File: src/hdl/stas_pkg.sv
// ----------------------------------------------------------------------------
// stas_pkg
// shared types and constants of the signed time add/subtract block
// ----------------------------------------------------------------------------
`default_nettype none

package stas_pkg;

  // width of a magnitude in microseconds and of the limit register
  localparam int unsigned MaxW = 42;
  localparam logic [MaxW-1:0] MaxReset = 42'd3020399000000;

  // configuration port
  localparam int unsigned AddrW = 4;
  localparam int unsigned DataW = 64;
  localparam logic RegMaxIdx = 1'b0;

  // microseconds per unit
  localparam logic [31:0] UsPerHour = 32'd3600000000;
  localparam logic [25:0] UsPerMin  = 26'd60000000;
  localparam logic [19:0] UsPerSec  = 20'd1000000;

  // split of the magnitude: each unit is a power of two times an odd part,
  // the power of two is peeled off as low bits
  localparam int unsigned HourLsb = 10;
  localparam int unsigned MinLsb  = 8;
  localparam int unsigned SecLsb  = 6;

  localparam int unsigned HourXW = 32;
  localparam int unsigned MinXW  = 24;
  localparam int unsigned SecXW  = 20;

  localparam longint unsigned HourDiv = 64'd3515625;
  localparam longint unsigned MinDiv  = 64'd234375;
  localparam longint unsigned SecDiv  = 64'd15625;

  localparam int unsigned HourQW = 11;
  localparam int unsigned MinQW  = 7;
  localparam int unsigned SecQW  = 7;
  localparam int unsigned HourRW = 22;
  localparam int unsigned MinRW  = 18;
  localparam int unsigned SecRW  = 14;

  // start to done, in cycles
  localparam int unsigned Latency = 14;

  typedef struct packed {
    logic        neg;
    logic [9:0]  hour;
    logic [5:0]  minute;
    logic [5:0]  second;
    logic [19:0] micro;
  } atime_t;

  typedef struct packed {
    logic            valid;
    logic            neg;
    logic            ovf;
    logic [MaxW-1:0] mag;
    atime_t          a;
  } front_t;

endpackage

`default_nettype wire

File: src/hdl/stas_regs.sv
// ----------------------------------------------------------------------------
// stas_regs
// apb register file holding the magnitude limit
// ----------------------------------------------------------------------------
`default_nettype none

module stas_regs import stas_pkg::*; (
  input  logic             clk_i,
  input  logic             rst_ni,
  input  logic             psel,
  input  logic             penable,
  input  logic             pwrite,
  input  logic [AddrW-1:0] paddr,
  input  logic [DataW-1:0] pwdata,
  output logic [DataW-1:0] prdata,
  output logic             pready,
  output logic [MaxW-1:0]  max_o
);

  logic [MaxW-1:0] max_q, max_d;
  logic            wr_en;
  logic            hit;

  assign hit   = (paddr[AddrW-1] == RegMaxIdx);
  assign wr_en = psel & penable & pwrite;

  always_comb begin
    max_d = max_q;
    if (wr_en && hit) begin
      max_d = pwdata[MaxW-1:0];
    end
  end

  always_ff @(posedge clk_i or negedge rst_ni) begin
    if (!rst_ni) begin
      max_q <= MaxReset;
    end else begin
      max_q <= max_d;
    end
  end

  assign prdata = hit ? {{(DataW-MaxW){1'b0}}, max_q} : '0;
  assign pready = 1'b1;
  assign max_o  = max_q;

endmodule

`default_nettype wire

File: config.mk
export PLATFORM = sky130hd
export DESIGN_NAME = stas_regs
export DESIGN_NICKNAME = d
export VERILOG_FILES = /design/src/hdl/stas_pkg.sv /design/src/hdl/stas_regs.sv
export SDC_FILE = /design/constraint.sdc
export NUM_CORES = 1
export LEC_CHECK = 0
export BUFFER_PORTS_ARGS = -buffer_cell sky130_fd_sc_hd__buf_2
export CAP_MARGIN = 20
export CORE_ASPECT_RATIO = 2
export CORE_UTILIZATION = 41
export CTS_CLUSTER_DIAMETER = 60
export DETAILED_ROUTE_END_ITERATION = 8
export GPL_TIMING_DRIVEN = 0
export PLACE_DENSITY = 0.87
export SYNTH_ARGS = -nofsm -noshare
export SYNTH_HDL_FRONTEND = slang
export SYNTH_SLANG_ARGS = --single-unit
File: constraint.sdc
create_clock -name clk_i -period 2.95 [get_ports clk_i]
set_clock_uncertainty 0.2 [all_clocks]
set_input_delay 0.1475 -clock clk_i [delete_from_list [all_inputs] [get_ports clk_i]]
set_output_delay 0.1475 -clock clk_i [all_outputs]
set_load 0.005 [all_outputs]
==> flow_summary.toml, run 1 <==
[run_status]
status = "finished clean"

[clocking]
cts_buffers = 5
post_cts_buffers = 0
clk_pin_slew_ns = 0.08
clockRootBuffer = "clkbuf_8"
cts.sinks = 42
hold_buffers = 43
cts_tree = "done"
h-tree-depth = 2
clk-insertion-delay-late_ns = 0.28
cts_resized = 0
clk_path_buf_depth = 2

[sta]
fin_crit_sh = 0.498
hold_violations = 0
tns_ns = 0
slew_viol_final = 0
fin_crit_ns = 1.47
worst_pin_slew_ns = 0.904
finalSetupViolCount = 0
max_clock_freq_mhz = 681
slew_headroom = 0.397
rsz0062_at_grt = "no"
hold_slack_ns = 0.104

[route]
drt_iter0_drc = 15
firstDrtPassIters = 4
wl_per_cell_um = 13.9
drc = 0
vias = 1895
viasPerCell = 4.51
routed_wirelength_mm = 5.83
ant_nets = 0

[power]
p_per_area_nw_per_um2 = 525
sw_frac_of_total = 0.272
leakage_nw = 1.79
pwr-share-comb = 0.317
p_switching_w = 0.000485
seq_power_share = 0.476
ir_drop_v = 0.000599
power.share.clock = 0.207
p_int_w = 0.00130

[grt]
grt_first_pass_wirelength_mm = 8.42
grt_max_degree = 43
first_global_vias = 1852
overflow = 0
grt_use_total = 0.213
antenna_found_initial = 0

[floorplan]
initial_utilization = 0.427
die_area_um2 = 5370
pin_count = 180
die_x_um = 52.3
core_um2 = 4860
die_h_um = 103
fp-row-count = 36

[worst_setup_path]
cp_slowest_stage_delay_ns = 0.55
crit_path_end = "prdata[19]"
r2r-end = "max_o[0]"
critPathMaxFanout = 3
cp.required_ns = 2.60
slowest_stage = "dfstp_2"
rrSetupSlack_ns = 1.89
crit_start = "max_o[19]"
end_kind = "primary output"
rr_worst_depth = 1
critPathKind = "register to primary output"
regToRegStartpoint = "max_o[0]"
path_cells = "nor2b_1 -> buf_2"
start_kind = "register"
arrival_ns = 1.12

[synth]
syn_inst = 160
ys_seq_area_frac = 0.521
synth.area.top_cells = "dfstp_2 (32%), mux2_2 (21%), dfrtp_1 (20%), nor2b_1 (12%), buf_4 (9.0%)"
synth_cell_types = 11
synth_area_um2 = 2080
synth_top_area_share = 0.316
avgSynthCellArea_um2 = 13.0
ys_ff_latch = 42
ys.warnings.count = 0
yosysTopAreaCell = "dfstp_2"

[cells_and_area]
fin_util = 0.700
multiInputGateArea_um2 = 848
largest_reg_flops = 42
diodes = 0
syn_to_final_growth_pct = 63.9
drive_above_1_share = 0.634
nets = 435
fill_cells = 337
seqCellArea_um2 = 1080

[run]
drv_cap = 0

[place]
hpwl_mm = 3.93
gp_congestion = 0.762
portBuffers = 131

[min_path]
holdCritPathClass = "input pin to register"
## cells in the mapped netlist
| master | instances |
|---|---|
| dfstp_2 | 25 |
| nand4b_4 | 1 |
| conb_1 | 2 |
| and2b_1 | 2 |
| nor2b_1 | 40 |
| dfrtp_1 | 17 |
| buf_6 | 2 |
| mux2_1 | 3 |
| clkbuf_1 | 4 |
| buf_4 | 25 |
| mux2_2 | 39 |
## worst max-delay path: cells and delay by family (launching register included)
family                 cells  cell delay (ns)
buffers and inverters      1             0.14
and+or+nand+nor            1             0.15
DFF                        1             0.55
## power groups by stage
stage,Clock [W],Combinational (W),Sequential (W)
floorplan,0,0.000235,0.000853
global placement,0,0.000498,0.000847
detailed placement,0,0.000517,0.000856
CTS,0.000383,0.000563,0.000847
global route,0.000404,0.000622,0.000869
finish,0.000369,0.000566,0.000851
## per-stage QoR
step	setup WS, ns	instances	cell area, um2	power (W)
finish	1.48	420	3400	0.00179
global route	1.43	420	3400	0.00189
CTS	1.48	420	3400	0.00179
detailed placement	1.55	369	2880	0.00137
global placement	1.54	369	2880	0.00134
floorplan	1.82	181	2160	0.00109
## cells in the final DEF (no fill, tap or decap)
cell           instances
nor2b_1               40
dfrtp_1               17
clkbuf_8               6
clkinv_2               1
buf_4                 25
and2b_1                2
buf_6                  2
mux2_1                 3
clkbuf_1               5
dlygate4sd3_1         43
buf_2                131
conb_1                23
mux2_2                39
dfstp_2               25
nand4b_4               1
## area by class of cell
| class | instances | area share |
|---|---|---|
| Sequential cell | 42 | 0.318 |
| Tap cell | 57 | 0.0209 |
| Clock inverter | 1 | 0.00147 |
| Multi-Input combinational cell | 108 | 0.249 |
| Timing Repair Buffer | 174 | 0.319 |
| Clock buffer | 7 | 0.0254 |
| Buffer | 31 | 0.0662 |
## routing by layer
metal / wire length [um] / track usage / up-vias
li1: - / - / 880
met1: 1940 / 0.198 / 899
met2: 3340 / 0.416 / 103
met3: 387 / 0.0369 / 13
met4: 155 / 0.105 / 0
met5: 0 / 0 / -
## cells by family (layout without fill, tap and decap cells)
family | count (synthesis) | in the layout | share of synthesized area
simple gates | 43 | 43 | 0.139
mux | 42 | 42 | 0.228
flops | 42 | 42 | 0.521
buf+inv | 31 | 213 | 0.108
other cells | 2 | 23 | 0.00362
## worst min path at each step
stage,cells after the start,endpoint,from
after floorplan,0,max_o[0],rst_ni
after global placement,1,max_o[40],rst_ni
after detailed placement,1,max_o[21],rst_ni
after CTS,3,max_o[36],penable
after global routing,3,max_o[36],penable
final,3,max_o[36],penable
Power figures use the tool's default switching activity.
==> run 2, diff against run 1 <==
- CORE_UTILIZATION: 41 -> 34
- PLACE_DENSITY: 0.87 -> 0.77
- clock period: 2.95 -> 1.2 ns (I/O delays scaled with it)
==> run 2 against run 1 <==
Net effect:
- the flow now finishes with violations (design-rule violations, negative hold slack, negative setup slack)
- cell count up 6.0%
- total power rose to 3.2 times the previous value
- design area increased by 15%
- global-route usage shrank 2.5 points
- via count increased by 3.1%
- clock power rose to 4.2 times the previous value
- largest cell class unchanged
- non-clock buffer count up 19
- critical endpoint is now prdata[12]
- sequential power increased by 150%
- routed wire length increased by 9.5%
==> flow_summary.toml, run 2 (same netlist as run 1, synthesis figures left out) <==
[run_status]
status = "finished with violations"
violations = "design-rule violations, negative hold slack, negative setup slack"

[grt]
first_global_vias = 1981
antenna_found_initial = 0
grt_max_degree = 43
overflow = 0
grt_first_pass_wirelength_mm = 9.29
grt_use_total = 0.188

[floorplan]
die_h_um = 113
die_area_um2 = 6440
fp-row-count = 40
pin_count = 180
die_x_um = 57.3
initial_utilization = 0.349
core_um2 = 5960

[cells_and_area]
nets = 454
syn_to_final_growth_pct = 88.7
drive_above_1_share = 0.712
final_cell_mix = "buf_2 (113), dlygate4sd3_1 (42), mux2_2 (39)"
design_area_um2 = 3920
diodes = 0
final_common_cell = "buf_2"
largest_reg_flops = 42
fin_util = 0.658

[route]
drt_iter0_drc = 80
routed_wirelength_mm = 6.38
drc = 14
wl_per_cell_um = 14.3
viasPerCell = 4.39
vias = 1953
ant_nets = 0
firstDrtPassIters = 6

[sta]
rsz0062_at_grt = "yes"
fin_crit_ns = 1.37
hold_violations = 17
finalSetupViolCount = 45
fin_crit_sh = 1.15
worst_pin_slew_ns = 0.921
slew_headroom = 0.386
hold_slack_ns = -0.283
slew_viol_final = 0
max_clock_freq_mhz = 727
setup_slack_ns = -0.175

[worst_setup_path]
arrival_ns = 1.11
critPathKind = "register to primary output"
cp.required_ns = 0.94
crit_family = "flip-flops"
start_kind = "register"
critPathMaxFanout = 3
path_cells = "nor2b_1 -> buf_2"
cp_slowest_stage_delay_ns = 0.55
slowest_stage = "dfstp_2"
critPathBufInv = 1
end_kind = "primary output"

[place]
hpwl_mm = 3.81
gp_congestion = 0.730
place_area_um2 = 2890
portBuffers = 131

[clocking]
clk_pin_slew_ns = 0.06
clk_path_buf_depth = 2
cts_buffers = 5
h-tree-depth = 2
clockRootBuffer = "clkbuf_16"
cts.sinks = 42
hold_buffers = 42
cts_tree = "done"
clk-insertion-delay-late_ns = 0.28

[power]
p_per_area_nw_per_um2 = 1440
leakage_nw = 2.04
ir_drop_v = 0.00103

[run]
drv_cap = 0

[min_path]
holdCritPathClass = "input pin to async pin"
[run 2: cell count changes in the layout (fill, tap and decap cells not counted), sizes merged]
cell | previous run | this run
buf | 158 | 178
clkinv | 1 | 0
dlygate4sd3 | 43 | 42
bufinv | 0 | 1
[run 2: timing repair]
action	CTS	global route
setup endpoints to repair	34	65
cloned	0	0
endpoints found under the hold margin	59	17
setup buffers	14	6
resized for setup	11	53
[run 2: cell type report]
cell class / count / area [um2]
clock inverter: 1 / 30.0
timing repair buffer: 193 / 1390
buffer: 31 / 230
clock buffer: 7 / 143
sequential: 42 / 1080
tap: 63 / 78.8
multi-input combinational: 108 / 968
fill: 453 / 2040
[run 2: final timing paths]
path	from	to	slack, ns	cells past startpoint
hold reg to reg	max_o[1]	max_o[1]	0.31	1
hold / removal	rst_ni	max_o[30]	-0.28	1
min in group clk_i	penable	max_o[41]	0.02	3
setup reg to reg	max_o[14]	max_o[14]	0.10	2
max in group asynchronous	rst_ni	max_o[15]	0.50	1
setup / recovery	max_o[12]	prdata[12]	-0.17	2
[run 2: power breakdown]
part | total, W | internal [W] | switching, W | leakage [nW]
sequential | 0.00211 | 0.00187 | 0.000240 | 0.467
clock | 0.00156 | 0.00104 | 0.000517 | 0.0841
combinational | 0.00198 | 0.00134 | 0.000645 | 1.49
[run 2: layer usage]
layer	wire length, um	GRT usage	vias to the layer above
li1	-	-	914
met1	2120	0.177	925
met2	3760	0.377	100
met3	366	0.0311	14
met4	138	0.0764	0
met5	0	0	-
[run 2: through the flow]
stage / cells / setup WS (ns) / TNS (ns) / power (W)
after detailed placement: 375 / -0.180 / -4.54 / 0.00336
after floorplan: 181 / 0.159 / 0 / 0.00268
after global routing: 445 / -0.192 / -5.65 / 0.00591
after global placement: 375 / -0.152 / -3.91 / 0.00330
final: 445 / -0.175 / -3.94 / 0.00565
after CTS: 439 / -0.130 / -3.41 / 0.00528
