### src/hdl/stas_cdiv.sv
// ----------------------------------------------------------------------------
// stas_cdiv
// three stage divider by a constant: reciprocal estimate, remainder, fix-up
// ----------------------------------------------------------------------------
`default_nettype none

module stas_cdiv #(
  parameter int unsigned     XW  = 32,
  parameter longint unsigned DIV = 64'd3515625,
  parameter int unsigned     SW  = 1,
  localparam longint unsigned QMax = ((64'd1 << XW) - 64'd1) / DIV,
  localparam int unsigned     QW   = $clog2(QMax + 64'd1),
  localparam int unsigned     RW   = $clog2(DIV)
) (
  input  logic          clk_i,
  input  logic          rst_ni,
  input  logic          valid_i,
  input  logic [XW-1:0] x_i,
  input  logic [SW-1:0] side_i,
  output logic          valid_o,
  output logic [QW-1:0] q_o,
  output logic [RW-1:0] r_o,
  output logic [SW-1:0] side_o
);

  localparam longint unsigned MulC = (64'd1 << XW) / DIV;
  localparam int unsigned     MW   = $clog2(MulC + 64'd1);
  localparam int unsigned     PW   = XW + MW;

  // estimate is the true quotient or one below
  logic [PW-1:0] prod;
  logic          v1_q;
  logic [QW-1:0] q1_q;
  logic [XW-1:0] x1_q;
  logic [SW-1:0] s1_q;

  assign prod = PW'(x_i) * PW'(MulC);

  // remainder of the estimate, below twice the divisor
  logic [XW-1:0] qd;
  logic [XW-1:0] diff;
  logic          v2_q;
  logic [QW-1:0] q2_q;
  logic [RW:0]   r2_q;
  logic [SW-1:0] s2_q;

  assign qd   = XW'(q1_q) * XW'(DIV);
  assign diff = x1_q - qd;

  // one correction step
  logic          v3_q;
  logic [QW-1:0] q3_q, q3_d;
  logic [RW-1:0] r3_q, r3_d;
  logic [SW-1:0] s3_q;

  always_comb begin
    if (r2_q >= (RW+1)'(DIV)) begin
      q3_d = q2_q + QW'(1);
      r3_d = RW'(r2_q - (RW+1)'(DIV));
    end else begin
      q3_d = q2_q;
      r3_d = r2_q[RW-1:0];
    end
  end

  always_ff @(posedge clk_i or negedge rst_ni) begin
    if (!rst_ni) begin
      v1_q <= 1'b0;
      v2_q <= 1'b0;
      v3_q <= 1'b0;
    end else begin
      v1_q <= valid_i;
      v2_q <= v1_q;
      v3_q <= v2_q;
    end
  end

  always_ff @(posedge clk_i) begin
    q1_q <= prod[XW +: QW];
    x1_q <= x_i;
    s1_q <= side_i;
    q2_q <= q1_q;
    r2_q <= diff[RW:0];
    s2_q <= s1_q;
    q3_q <= q3_d;
    r3_q <= r3_d;
    s3_q <= s2_q;
  end

  assign valid_o = v3_q;
  assign q_o     = q3_q;
  assign r_o     = r3_q;
  assign side_o  = s3_q;

  a_rem_range: assert property (@(posedge clk_i) disable iff (!rst_ni)
    v3_q |-> (64'(r3_q) < DIV))
    else $error("remainder not below divisor");

endmodule

`default_nettype wire

### config.mk
export PLATFORM = sky130hd
export DESIGN_NAME = stas_cdiv
export DESIGN_NICKNAME = d
export VERILOG_FILES = /design/src/hdl/stas_cdiv.sv
export SDC_FILE = /design/constraint.sdc
export NUM_CORES = 1
export LEC_CHECK = 0
export BUFFER_PORTS_ARGS = -buffer_cell sky130_fd_sc_hd__buf_2
export CAP_MARGIN = 20
export CORE_AREA = 2 2 159 161
export CTS_CLUSTER_DIAMETER = 120
export DETAILED_ROUTE_END_ITERATION = 8
export DIE_AREA = 0 0 161 163
export PLACE_DENSITY = 0.72
export SYNTH_ARGS = -nofsm -noshare
export SYNTH_HDL_FRONTEND = slang
export SYNTH_SLANG_ARGS = --single-unit
### constraint.sdc
create_clock -name clk_i -period 12.2 [get_ports clk_i]
set_clock_uncertainty 0.2 [all_clocks]
set_input_delay 1.22 -clock clk_i [delete_from_list [all_inputs] [get_ports clk_i]]
set_output_delay 1.22 -clock clk_i [all_outputs]
set_load 0.05 [all_outputs]
==> impl.org <==
** GRT
- Initial antenna violation count :: 0
- Aggregate global-route resource usage :: roughly a fifth
- Entering global routing, the biggest net connects 28 pins.
- Number of global-route vias before repair :: 8636
- The total overflow left after global routing is 0.
- First-pass GRT wire length :: 39600 µm

** Setup path
- Required time of the critical path :: 12240 ps
- Register-to-register setup slack :: slightly below 7000 ps
- The worst setup path is of the in2reg kind.
- Max Fanout on Critical Path :: 6
- The worst setup path is captured at a flop.
- The most critical setup path has its startpoint at x_i[4].
- Critical Path End :: q1_q[5]
- STA classifies the critical path startpoint as an input pin.
- Logic depth of the worst register-to-register path :: 16
- FF-to-FF Start :: q1_q[0]
- Reg2reg end :: r2_q[22]
- Worst EP arrival :: approximately 5700 ps

** Die
- Die Wd :: 161 µm
- Std-Cell Rows :: 58
- In this run the standard cell core region covers ~0.025 mm².
- Die height :: around 160 µm
- The initial utilization of the core area, before any placement, comes to 48.7%.
- Number of primary I/O pins :: 71
- The die covers approximately 0.026 mm².

** Clock network
- The root buffer cell chosen for the clock tree is sky130_fd_sc_hd__clkbuf_16.
- Hold Buf Count CTS :: 0
- Clock slew at the register clock pins of the worst setup and hold paths :: around 70 ps
- Counting every sink on the clock net gives 107.
- Once the clock tree was built, the resizer swapped 0 gates to a different size.
- Number of buffers added for setup after CTS :: 0
- Buffers inserted during clock tree synthesis total 9.
- In this run the deepest clock path goes through 2 buffers.
- The H-tree was split into 3 levels.
- Clock latency on the worst-skew pair :: 350 ps
- TritonCTS built the clock tree.

** Synthesis
- Mean instance size in the synthesized netlist :: about 10 µm²
- After synthesis, the share of flip-flops with an asynchronous set or reset is under 10%.
- The share of synthesized area in the top cell type comes to 27.8%.
- Post-Synthesis Cell Area :: roughly 0.012 mm²
- After synthesis the netlist holds a flip-flop and latch count of ~110.
- The most used flip-flop cell after synthesis is sky130_fd_sc_hd__dfxtp_1.
- Leading post-synthesis cells by cell area :: sky130_fd_sc_hd__ha_1, sky130_fd_sc_hd__fa_1, sky130_fd_sc_hd__dfxtp_1, sky130_fd_sc_hd__inv_1, sky130_fd_sc_hd__xnor2_1
- Post-synth cell types :: 54
- Sequential element share of the synthesized area :: 17.9%
- The synthesized design contains 0 enable-type register cells.
- During synthesis, Yosys emitted a total of 0 warnings.
- Cells after Synth :: 1186
- Cell taking the most area after synthesis :: sky130_fd_sc_hd__ha_1
- Synth Net Count :: 1637

** Drt
- Once detail routing completed, the nets flagged for antenna violations numbered 0.
- Detailed-route vias per instance :: 5.05
- Wirelength, routed :: 22900 µm
- Summing over every cut layer, the via total after detailed routing is 8066.
- Detailed-route DRC error count :: 0
- The pre-antenna-repair detailed-routing pass consisted of 4 iterations.
- Routed wirelength normalized by instance count :: 14.4 µm
- For this block, the initial DRC count from the detailed router was 331.

** STA
- The final max-slew violation count is 0.
- Setup repair after global routing missed its margin :: no
- Based on the critical path, the design can be clocked at up to between 150 and 200 MHz.
- Setup violations remaining at the end of the flow were counted as 0.
- Number of hold violations in the final report :: 0
- Slew of the pin with the lowest slew margin :: roughly 650 ps
- Setup total negative slack on the finished layout was measured at 0 ps.
- After layout, the worst path uses 46.1% of the clock period.
- Relative max-transition margin :: a little under three fifths
- Minimum clock period after layout :: 5620 ps

** Outcome
- The flow ran to the end, and the final reports show no timing, DRC or antenna violations.

** Final layout
- Layout cells sized above 1 :: approximately 8.1%
- Antenna diode instance count :: 0
- Area growth from synthesis to layout :: 8.64%
- The finished layout holds 1596 standard cells, fillers aside.
- Final net count :: 1712

** Worst hold path
- The worst hold path belongs to the class reg2reg.

** Placed design
- The number of placed instances, taps included, is 1580.
- Placed wire-length estimate :: 19800 µm
- During placement, the flow inserted port buffers numbering 70.
- The congestion estimate from routability-driven global placement came to 0.867.

** Flow run
- Across the run, the number of max-cap violations was 0.
logic make-up after synthesis:
| group | synth area share [%] |
|---|---|
| xor+xnor | 5.39 |
| fa+ha+maj | 52.4 |
| flops | 17.9 |
| simple gates | 5.08 |
| compound gates | 9.43 |
| buf+inv | 9.56 |
| mux | 0.187 |
cell type report:
| cell class | instances | area, µm² |
|---|---|---|
| fill | 2226 | 11600 |
| tap | 330 | 413 |
| inverter | 297 | 1110 |
| sequential | 107 | 2160 |
| timing repair buffer | 70 | 350 |
| clock inverter | 6 | 71.3 |
| multi-input combinational | 776 | 8720 |
| clock buffer | 10 | 239 |
registers in the layout, indices dropped and copies added (netlist names):
register,count
side_o,1
s2_q,1
v1_q,1
x1_q,23
r_o,22
v2_q,1
q1_q,11
s1_q,1
r2_q,23
valid_o,1
q_o,11
q2_q,11
per-layer routing:
metal  up-vias  wire length [µm]  global-route usage, %
met4         0               425                   5.03
li1       3996                 -                      -
met5         -                 0                      0
met2       124             11400                   33.9
met1      3917             10400                   23.4
met3        29               649                   2.29
synthesized netlist by cell type (2+ instances only):
cell / n
sky130_fd_sc_hd__a21boi_0: 5
sky130_fd_sc_hd__ha_1: 267
sky130_fd_sc_hd__o21ai_1: 8
sky130_fd_sc_hd__a31o_2: 3
sky130_fd_sc_hd__nand4_1: 18
sky130_fd_sc_hd__or3_1: 2
sky130_fd_sc_hd__a211o_1: 4
sky130_fd_sc_hd__a21o_1: 29
sky130_fd_sc_hd__o21a_1: 3
sky130_fd_sc_hd__nor2_1: 22
sky130_fd_sc_hd__a21oi_1: 48
sky130_fd_sc_hd__a311oi_1: 3
sky130_fd_sc_hd__a221oi_2: 3
sky130_fd_sc_hd__nand2b_1: 3
sky130_fd_sc_hd__or2_2: 2
sky130_fd_sc_hd__o21bai_1: 11
sky130_fd_sc_hd__o211ai_1: 3
sky130_fd_sc_hd__o21ai_0: 12
sky130_fd_sc_hd__nand2_1: 35
sky130_fd_sc_hd__a211oi_1: 7
sky130_fd_sc_hd__nor4_1: 3
sky130_fd_sc_hd__fa_1: 148
sky130_fd_sc_hd__nand3_1: 15
sky130_fd_sc_hd__and4_1: 2
sky130_fd_sc_hd__xor2_1: 18
sky130_fd_sc_hd__nor3_1: 4
sky130_fd_sc_hd__mux2_2: 2
sky130_fd_sc_hd__and2_1: 3
sky130_fd_sc_hd__inv_1: 297
sky130_fd_sc_hd__a311o_1: 2
sky130_fd_sc_hd__o2111ai_1: 3
sky130_fd_sc_hd__a31oi_1: 4
sky130_fd_sc_hd__dfxtp_1: 104
sky130_fd_sc_hd__and3_1: 8
sky130_fd_sc_hd__dfrtp_1: 3
sky130_fd_sc_hd__buf_2: 4
sky130_fd_sc_hd__o31ai_1: 6
sky130_fd_sc_hd__xnor2_1: 56
critical path, cell delays in order:
cell and delay [ps]:
sky130_fd_sc_hd__buf_2 150, sky130_fd_sc_hd__ha_1 310, sky130_fd_sc_hd__ha_1 270, sky130_fd_sc_hd__inv_1 50
sky130_fd_sc_hd__fa_1 520, sky130_fd_sc_hd__inv_1 50, sky130_fd_sc_hd__fa_1 530, sky130_fd_sc_hd__inv_1 50
sky130_fd_sc_hd__fa_1 530, sky130_fd_sc_hd__inv_1 40, sky130_fd_sc_hd__ha_1 290, sky130_fd_sc_hd__nand4_1 90
sky130_fd_sc_hd__a211oi_1 240, sky130_fd_sc_hd__o21ai_1 160, sky130_fd_sc_hd__a21boi_0 250, sky130_fd_sc_hd__o21ai_0 170
sky130_fd_sc_hd__o41ai_2 470, sky130_fd_sc_hd__a221oi_2 120, sky130_fd_sc_hd__xnor2_1 140
layout by cell type (no fill, tap or decap), types with 2 or more instances in the layout:
cell                        netlist  final
sky130_fd_sc_hd__a211o_1          4      4
sky130_fd_sc_hd__a211oi_1         7      7
sky130_fd_sc_hd__a21boi_0         5      5
sky130_fd_sc_hd__a21o_1          29     29
sky130_fd_sc_hd__a21oi_1         48     48
sky130_fd_sc_hd__a221oi_2         3      3
sky130_fd_sc_hd__a311o_1          2      2
sky130_fd_sc_hd__a311oi_1         3      3
sky130_fd_sc_hd__a31o_2           3      3
sky130_fd_sc_hd__a31oi_1          4      4
sky130_fd_sc_hd__and2_1           3      3
sky130_fd_sc_hd__and3_1           8      8
sky130_fd_sc_hd__and4_1           2      2
sky130_fd_sc_hd__buf_2            4     70
sky130_fd_sc_hd__clkbuf_16        0      9
sky130_fd_sc_hd__dfrtp_1          3      3
sky130_fd_sc_hd__dfxtp_1        104    104
sky130_fd_sc_hd__fa_1           148    148
sky130_fd_sc_hd__ha_1           267    267
sky130_fd_sc_hd__inv_1          297    297
sky130_fd_sc_hd__inv_6            0      2
sky130_fd_sc_hd__mux2_2           2      2
sky130_fd_sc_hd__nand2_1         35     35
sky130_fd_sc_hd__nand2b_1         3      3
sky130_fd_sc_hd__nand3_1         15     15
sky130_fd_sc_hd__nand4_1         18     18
sky130_fd_sc_hd__nor2_1          22     22
sky130_fd_sc_hd__nor3_1           4      4
sky130_fd_sc_hd__nor4_1           3      3
sky130_fd_sc_hd__o2111ai_1        3      3
sky130_fd_sc_hd__o211ai_1         3      3
sky130_fd_sc_hd__o21a_1           3      3
sky130_fd_sc_hd__o21ai_0         12     12
sky130_fd_sc_hd__o21ai_1          8      8
sky130_fd_sc_hd__o21bai_1        11     11
sky130_fd_sc_hd__o31ai_1          6      6
sky130_fd_sc_hd__or2_2            2      2
sky130_fd_sc_hd__or3_1            2      2
sky130_fd_sc_hd__xnor2_1         56     56
sky130_fd_sc_hd__xor2_1          18     18
worst min-delay path by stage:
stage / from / to / slack [ps] / cells after the start
2_1_floorplan: s1_q / s2_q / 110 / 0
3_3_place_gp: s1_q / s2_q / 110 / 0
3_5_place_dp: s1_q / s2_q / 130 / 0
4_1_cts: s1_q / s2_q / 140 / 0
5_1_grt: s2_q / side_o / 150 / 0
6_report: s2_q / side_o / 140 / 0
through the flow:
step | setup slack, ps | hold slack, ps | cell area [µm²] | utilization [%]
after floorplan | 6720 | 110 | 12000 | -
after global placement | 6310 | 112 | 12800 | 51.7
after detailed placement | 6220 | 130 | 12800 | 51.7
after CTS | 6570 | 143 | 13100 | 52.9
after global routing | 6280 | 148 | 13100 | 52.9
final | 6580 | 139 | 13100 | 52.9
Power is not shown: default switching activity piles up to over one toggle a cycle in this logic, so the estimate is an artifact.
