File: src/hdl/stas_pkg.sv
// ----------------------------------------------------------------------------
// stas_pkg
// shared types and constants of the signed time add/subtract block
// ----------------------------------------------------------------------------
`default_nettype none

package stas_pkg;

  // width of a magnitude in microseconds and of the limit register
  localparam int unsigned MaxW = 42;
  localparam logic [MaxW-1:0] MaxReset = 42'd3020399000000;

  // configuration port
  localparam int unsigned AddrW = 4;
  localparam int unsigned DataW = 64;
  localparam logic RegMaxIdx = 1'b0;

  // microseconds per unit
  localparam logic [31:0] UsPerHour = 32'd3600000000;
  localparam logic [25:0] UsPerMin  = 26'd60000000;
  localparam logic [19:0] UsPerSec  = 20'd1000000;

  // split of the magnitude: each unit is a power of two times an odd part,
  // the power of two is peeled off as low bits
  localparam int unsigned HourLsb = 10;
  localparam int unsigned MinLsb  = 8;
  localparam int unsigned SecLsb  = 6;

  localparam int unsigned HourXW = 32;
  localparam int unsigned MinXW  = 24;
  localparam int unsigned SecXW  = 20;

  localparam longint unsigned HourDiv = 64'd3515625;
  localparam longint unsigned MinDiv  = 64'd234375;
  localparam longint unsigned SecDiv  = 64'd15625;

  localparam int unsigned HourQW = 11;
  localparam int unsigned MinQW  = 7;
  localparam int unsigned SecQW  = 7;
  localparam int unsigned HourRW = 22;
  localparam int unsigned MinRW  = 18;
  localparam int unsigned SecRW  = 14;

  // start to done, in cycles
  localparam int unsigned Latency = 14;

  typedef struct packed {
    logic        neg;
    logic [9:0]  hour;
    logic [5:0]  minute;
    logic [5:0]  second;
    logic [19:0] micro;
  } atime_t;

  typedef struct packed {
    logic            valid;
    logic            neg;
    logic            ovf;
    logic [MaxW-1:0] mag;
    atime_t          a;
  } front_t;

endpackage

`default_nettype wire

File: src/hdl/stas_front.sv
// ----------------------------------------------------------------------------
// stas_front
// four stage front end: unit products, range checks, signed combine
// ----------------------------------------------------------------------------
`default_nettype none

module stas_front import stas_pkg::*; (
  input  logic            clk_i,
  input  logic            rst_ni,
  input  logic            valid_i,
  input  atime_t          a_i,
  input  logic            b_neg_i,
  input  logic [31:0]     b_hour_i,
  input  logic [31:0]     b_minute_i,
  input  logic [31:0]     b_second_i,
  input  logic [31:0]     b_micro_i,
  input  logic            sub_i,
  input  logic [MaxW-1:0] max_i,
  output front_t          out_o
);

  // stage 1: products
  logic        v1_q;
  atime_t      a1_q;
  logic        bsub1_q;
  logic [41:0] ah1_q, ah1_d;
  logic [31:0] am1_q, am1_d;
  logic [25:0] as1_q, as1_d;
  logic [63:0] bh1_q, bh1_d;
  logic [57:0] bm1_q, bm1_d;
  logic [51:0] bs1_q, bs1_d;
  logic [31:0] bu1_q;

  assign ah1_d = {32'd0, a_i.hour} * {10'd0, UsPerHour};
  assign am1_d = {26'd0, a_i.minute} * {6'd0, UsPerMin};
  assign as1_d = {20'd0, a_i.second} * {6'd0, UsPerSec};
  assign bh1_d = {32'd0, b_hour_i} * {32'd0, UsPerHour};
  assign bm1_d = {26'd0, b_minute_i} * {32'd0, UsPerMin};
  assign bs1_d = {20'd0, b_second_i} * {32'd0, UsPerSec};

  // stage 2: per-part limit checks and magnitude sums
  logic        v2_q;
  atime_t      a2_q;
  logic        bsub2_q;
  logic        bad2_q, bad2_d;
  logic [42:0] maga2_q, maga2_d;
  logic [43:0] magb2_q, magb2_d;

  assign bad2_d = (bh1_q > {22'd0, max_i}) | (bm1_q > {16'd0, max_i})
                | (bs1_q > {10'd0, max_i}) | ({10'd0, bu1_q} > max_i);
  assign maga2_d = {1'b0, ah1_q} + {11'd0, am1_q} + {17'd0, as1_q}
                 + {23'd0, a1_q.micro};
  assign magb2_d = {2'b0, bh1_q[41:0]} + {2'b0, bm1_q[41:0]}
                 + {2'b0, bs1_q[41:0]} + {12'd0, bu1_q};

  // stage 3: total check on b and sign-magnitude combine
  logic        v3_q;
  atime_t      a3_q;
  logic        bad3_q, bad3_d;
  logic        neg3_q, neg3_d;
  logic [44:0] mag3_q, mag3_d;
  logic [44:0] sum_ab, diff_ab, diff_ba;

  assign bad3_d  = bad2_q | (magb2_q > {2'b0, max_i});
  assign sum_ab  = {2'b0, maga2_q} + {1'b0, magb2_q};
  assign diff_ab = {2'b0, maga2_q} - {1'b0, magb2_q};
  assign diff_ba = {1'b0, magb2_q} - {2'b0, maga2_q};

  always_comb begin
    if (a2_q.neg == bsub2_q) begin
      mag3_d = sum_ab;
      neg3_d = a2_q.neg;
    end else if (diff_ab[44]) begin
      mag3_d = diff_ba;
      neg3_d = bsub2_q;
    end else begin
      mag3_d = diff_ab;
      neg3_d = a2_q.neg;
    end
  end

  // stage 4: result range check, zero is positive
  front_t out_q, out_d;

  always_comb begin
    out_d.valid = v3_q;
    out_d.ovf   = bad3_q | (mag3_q > {3'b0, max_i});
    out_d.neg   = neg3_q & (mag3_q != 45'd0);
    out_d.mag   = mag3_q[MaxW-1:0];
    out_d.a     = a3_q;
  end

  always_ff @(posedge clk_i or negedge rst_ni) begin
    if (!rst_ni) begin
      v1_q  <= 1'b0;
      v2_q  <= 1'b0;
      v3_q  <= 1'b0;
      out_q <= '0;
    end else begin
      v1_q  <= valid_i;
      v2_q  <= v1_q;
      v3_q  <= v2_q;
      out_q <= out_d;
    end
  end

  always_ff @(posedge clk_i) begin
    a1_q      <= a_i;
    bsub1_q   <= b_neg_i ^ sub_i;
    ah1_q     <= ah1_d;
    am1_q     <= am1_d;
    as1_q     <= as1_d;
    bh1_q     <= bh1_d;
    bm1_q     <= bm1_d;
    bs1_q     <= bs1_d;
    bu1_q     <= b_micro_i;
    a2_q      <= a1_q;
    bsub2_q   <= bsub1_q;
    bad2_q    <= bad2_d;
    maga2_q   <= maga2_d;
    magb2_q   <= magb2_d;
    a3_q      <= a2_q;
    bad3_q    <= bad3_d;
    neg3_q    <= neg3_d;
    mag3_q    <= mag3_d;
  end

  assign out_o = out_q;

  // a zero sum never leaves with a minus sign
  a_zero_pos: assert property (@(posedge clk_i) disable iff (!rst_ni)
    (out_q.valid && !out_q.ovf && out_q.mag == '0) |-> !out_q.neg)
    else $error("negative zero result");

endmodule

`default_nettype wire

File: config.mk
export PLATFORM = sky130hd
export DESIGN_NAME = stas_front
export DESIGN_NICKNAME = d
export VERILOG_FILES = /design/src/hdl/stas_pkg.sv /design/src/hdl/stas_front.sv
export SDC_FILE = /design/constraint.sdc
export NUM_CORES = 2
export LEC_CHECK = 0
export ABC_AREA = 1
export BUFFER_PORTS_ARGS = -buffer_cell sky130_fd_sc_hd__buf_2
export CAP_MARGIN = 10
export CORE_AREA = 3 3 459 461
export CTS_BUF_LIST = sky130_fd_sc_hd__clkbuf_8
export DETAILED_ROUTE_END_ITERATION = 6
export DIE_AREA = 0 0 462 464
export GPL_TIMING_DRIVEN = 0
export PLACE_DENSITY = 0.52
export SYNTH_ARGS = -nofsm -noshare
export SYNTH_HDL_FRONTEND = slang
export SYNTH_SLANG_ARGS = --single-unit
File: constraint.sdc
create_clock -name clk_i -period 4.2 [get_ports clk_i]
set_input_delay 0 -clock clk_i [delete_from_list [all_inputs] [get_ports clk_i]]
set_output_delay 0 -clock clk_i [all_outputs]
set_load 0.05 [all_outputs]
==> run summary <==
via density per instance: 4.88
multi-input logic area: 56200 um2
number of CTS-inserted buffers: 110
crit path time final: 4.26 ns
relative slew slack: 0.399
final antenna-violating net count: 0
Max-cap violations: 0
largest net degree at the start of global routing: 77
f_max: 235 MHz
GPL Wtd Cong: 0.972
clk buf depth: 3
I/O Buffers: 305
post-synthesis area per instance: 8.11 um2
Worst Max-Slew Pin Slew: 0.902 ns
fin crit share: 1.01
root buffer selected by CTS: clkbuf_8
DR pass1 iterations: 7
CTS Sinks: 602
worst hold path type: in2reg
Global Route Usage Sum: 0.244
Post-Syn Instances: 8924
startpoint types: input port
FF/Latch Area: 12500 um2
grt ovf: 0
core area: 207000 um2
FFs w/ async S/R, synth: 0.151
Initial Utilization: 0.350
Synth Cell Area: 72300 um2
htree depth: 3
status: finished, violations left
failing checks: design-rule violations, negative setup slack
number of synthesized flops with an enable pin: 0
Layout area overhead: 19.9%
initial antenna violation count: 9
CTS tree: done
Setup Skew: 0.104 ns
final wirelength: 264000 um
Clock Pin Slew Worst Setup and Hold Paths: 0.06 ns
Critical R2R Launch: bu1_q[17]
Die Height: 464 um
Seq/Total Area, Yosys: 0.173
r2r setup slk: 0.27 ns
FF+latch count, synth: 602
first-pass GRT wire length: 393000 um
hpwl dp: 230000 um
Worst EP required: 4.97 ns
hold_sp: b_hour_i[1]
FF-to-FF path depth: 11
pre-CTS WS: -1.33 ns
max-slew violations: 0
# fillers: 21000
Die ar.: 214000 um2
total negative slack: -0.256 ns
worst reg2reg endpoint: bad2_q
number of nets in the layout: 11900
Hold Path Sink: bh1_q[14]
share of layout cells above drive strength 1: 0.141
DRC Markers: 2
DRT iter0 DRCs: 3848
Critical Path AT: 5.03 ns
worst-skew pair later-pin latency: 0.93 ns
RSZ-0062 raised after global routing: true
Die Wd: 462 um
Yosys Warn Count: 0
vias in the first global route: 62600
hold path depth: 4
Rows: 167
setup slack after layout: -0.0576 ns
Netlist cell types: 60
Syn Nets: 11200
post-DR wirelength/cell: 21.2 um
CP Capture Type: flop
Via Count: 60700
ys flop type: dfxtp_1
Crit Path Max Fanout: 5
Final Hold Fails: 0
Top-Level Pins: 306
final setup violation count: 10
CP Class: in2reg
==> what timing repair did <==
| item | 4_1_cts | 5_1_grt |
|---|---|---|
| endpoints found under the setup margin | 46 | 95 |
| setup buffers | 22 | 59 |
| hold endpoints to repair | 251 | 3 |
| pin swaps | 55 | 260 |
| gates resized for setup | 138 | 485 |
| hold buffers | 214 | 3 |
==> Yosys cell counts (all sizes together), types with 33 or more instances <==
library cell     n  share of area
nor4            33         0.0029
nand4           86         0.0074
o21ai          308          0.022
dfrtp           91          0.031
o21bai          47         0.0050
a21o            41         0.0043
nand3          300          0.021
nor3            80         0.0056
dfxtp          511           0.14
xor2           242          0.029
nor2           662          0.037
a31oi           36         0.0031
a21oi          542          0.038
nand2         1842          0.097
xnor2           90          0.011
buf             54         0.0060
fa             769           0.21
ha            1270           0.22
inv           1783          0.093
==> cells by family after synthesis <==
logic type / share of synthesized area
DFF: 0.173
xor gates and xnor gates: 0.0402
buffers and inverters: 0.0992
AOI/OAI and AO/OA: 0.0822
and+or+nand+nor: 0.173
adders and majority gates: 0.432
==> through the flow <==
stage | hold slack (ns) | instances | cell area (um2) | utilization
final | 0.0287 | 12400 | 86700 | 0.419
after global routing | 0.00789 | 12400 | 86700 | 0.419
after CTS | 0.00286 | 12400 | 84500 | 0.408
after detailed placement | -0.129 | 11900 | 79000 | 0.382
after global placement | 0.103 | 11900 | 79000 | 0.382
after floorplan | -0.296 | 8924 | 74100 | -
==> layout make-up <==
| type | instances | area share |
|---|---|---|
| Tap cell | 2704 | 0.0390 |
| Multi-Input combinational cell | 6474 | 0.648 |
| Clock buffer | 130 | 0.0206 |
| Buffer | 61 | 0.00530 |
| Antenna cell | 9 | 0.000260 |
| Sequential cell | 602 | 0.144 |
| Timing Repair Buffer | 605 | 0.0549 |
| Clock inverter | 73 | 0.00938 |
| Inverter | 1787 | 0.0780 |
==> routing by layer <==
layer	vias to the layer above	wire length (um)	part of all wire	global-route usage
met4	0	9100	0.035	0.0758
met2	1359	119000	0.45	0.391
li1	29600	-	-	-
met1	29400	125000	0.47	0.347
met3	262	10900	0.041	0.0231
met5	-	0	0	0
==> sequential cells by signal, summed over array words and instances (netlist names), 29 cells and up <==
| register | cells |
|---|---|
| bs1_q | 46 |
| ah1_q | 29 |
| a2_q | 37 |
| a1_q | 43 |
| mag3_q | 45 |
| out_o | 88 |
| magb2_q | 44 |
| bh1_q | 54 |
| a3_q | 43 |
| bm1_q | 50 |
| bu1_q | 32 |
| maga2_q | 43 |
==> how the worst max path moves through the flow <==
stage / from / endpoint / cells past startpoint / slack, ns
3_5_place_dp: b_hour_i[10] / bh1_q[55] / 18 / -1.33
4_1_cts: b_minute_i[11] / bm1_q[51] / 19 / -0.04
3_3_place_gp: b_hour_i[10] / bh1_q[55] / 18 / -1.31
6_report: b_hour_i[8] / bh1_q[61] / 21 / -0.06
5_1_grt: b_hour_i[8] / bh1_q[61] / 21 / -0.15
2_1_floorplan: b_hour_i[2] / bh1_q[49] / 21 / -0.43
==> critical path, cell delays in order <==
cell and delay (ns):
buf_12 0.12, ha_4 0.24, buf_6 0.11, fa_2 0.55, fa_2 0.46, fa_2 0.62, fa_2 0.43, fa_1 0.52
inv_2 0.04, fa_1 0.49, inv_2 0.05, ha_4 0.32, nand2_4 0.10, nor2_4 0.13, nand2_2 0.07, inv_2 0.08
nand3_2 0.09, nor3_2 0.20, o21ai_1 0.14, nand3_2 0.11, xor2_1 0.14
==> placed cells by master, fill, tap and decap left out, types with 16 or more instances in the layout <==
cell type / synthesis / final
o21ai_2: 6 / 33
buf_4: 38 / 132
a21oi_1: 536 / 468
dlygate4sd3_1: 0 / 213
clkinvlp_4: 0 / 17
a21o_1: 41 / 41
nor2_1: 619 / 516
nor2_4: 10 / 47
xnor2_1: 90 / 84
nand4_1: 86 / 86
ha_4: 0 / 120
buf_2: 4 / 244
inv_1: 1743 / 1684
a31oi_1: 36 / 27
dfrtp_1: 91 / 91
o21a_1: 31 / 31
a21oi_4: 0 / 16
fa_2: 0 / 47
o211ai_1: 22 / 22
ha_1: 1270 / 1140
dfxtp_1: 511 / 511
a21oi_2: 6 / 58
o21bai_1: 45 / 42
xor2_1: 242 / 238
inv_2: 38 / 114
fa_1: 769 / 722
o21ai_1: 25 / 65
nand2_1: 1818 / 1753
nor2_2: 33 / 99
nand3_1: 297 / 270
nand2_2: 17 / 55
nor3_1: 79 / 64
nand2_4: 7 / 33
nor4_1: 33 / 27
buf_6: 11 / 37
nand3_2: 2 / 28
clkbuf_8: 0 / 130
o21ai_0: 276 / 202
Power is left out: the tool's default activity adds up to more than one toggle a clock period on the data nets, which glitch-free logic cannot reach.
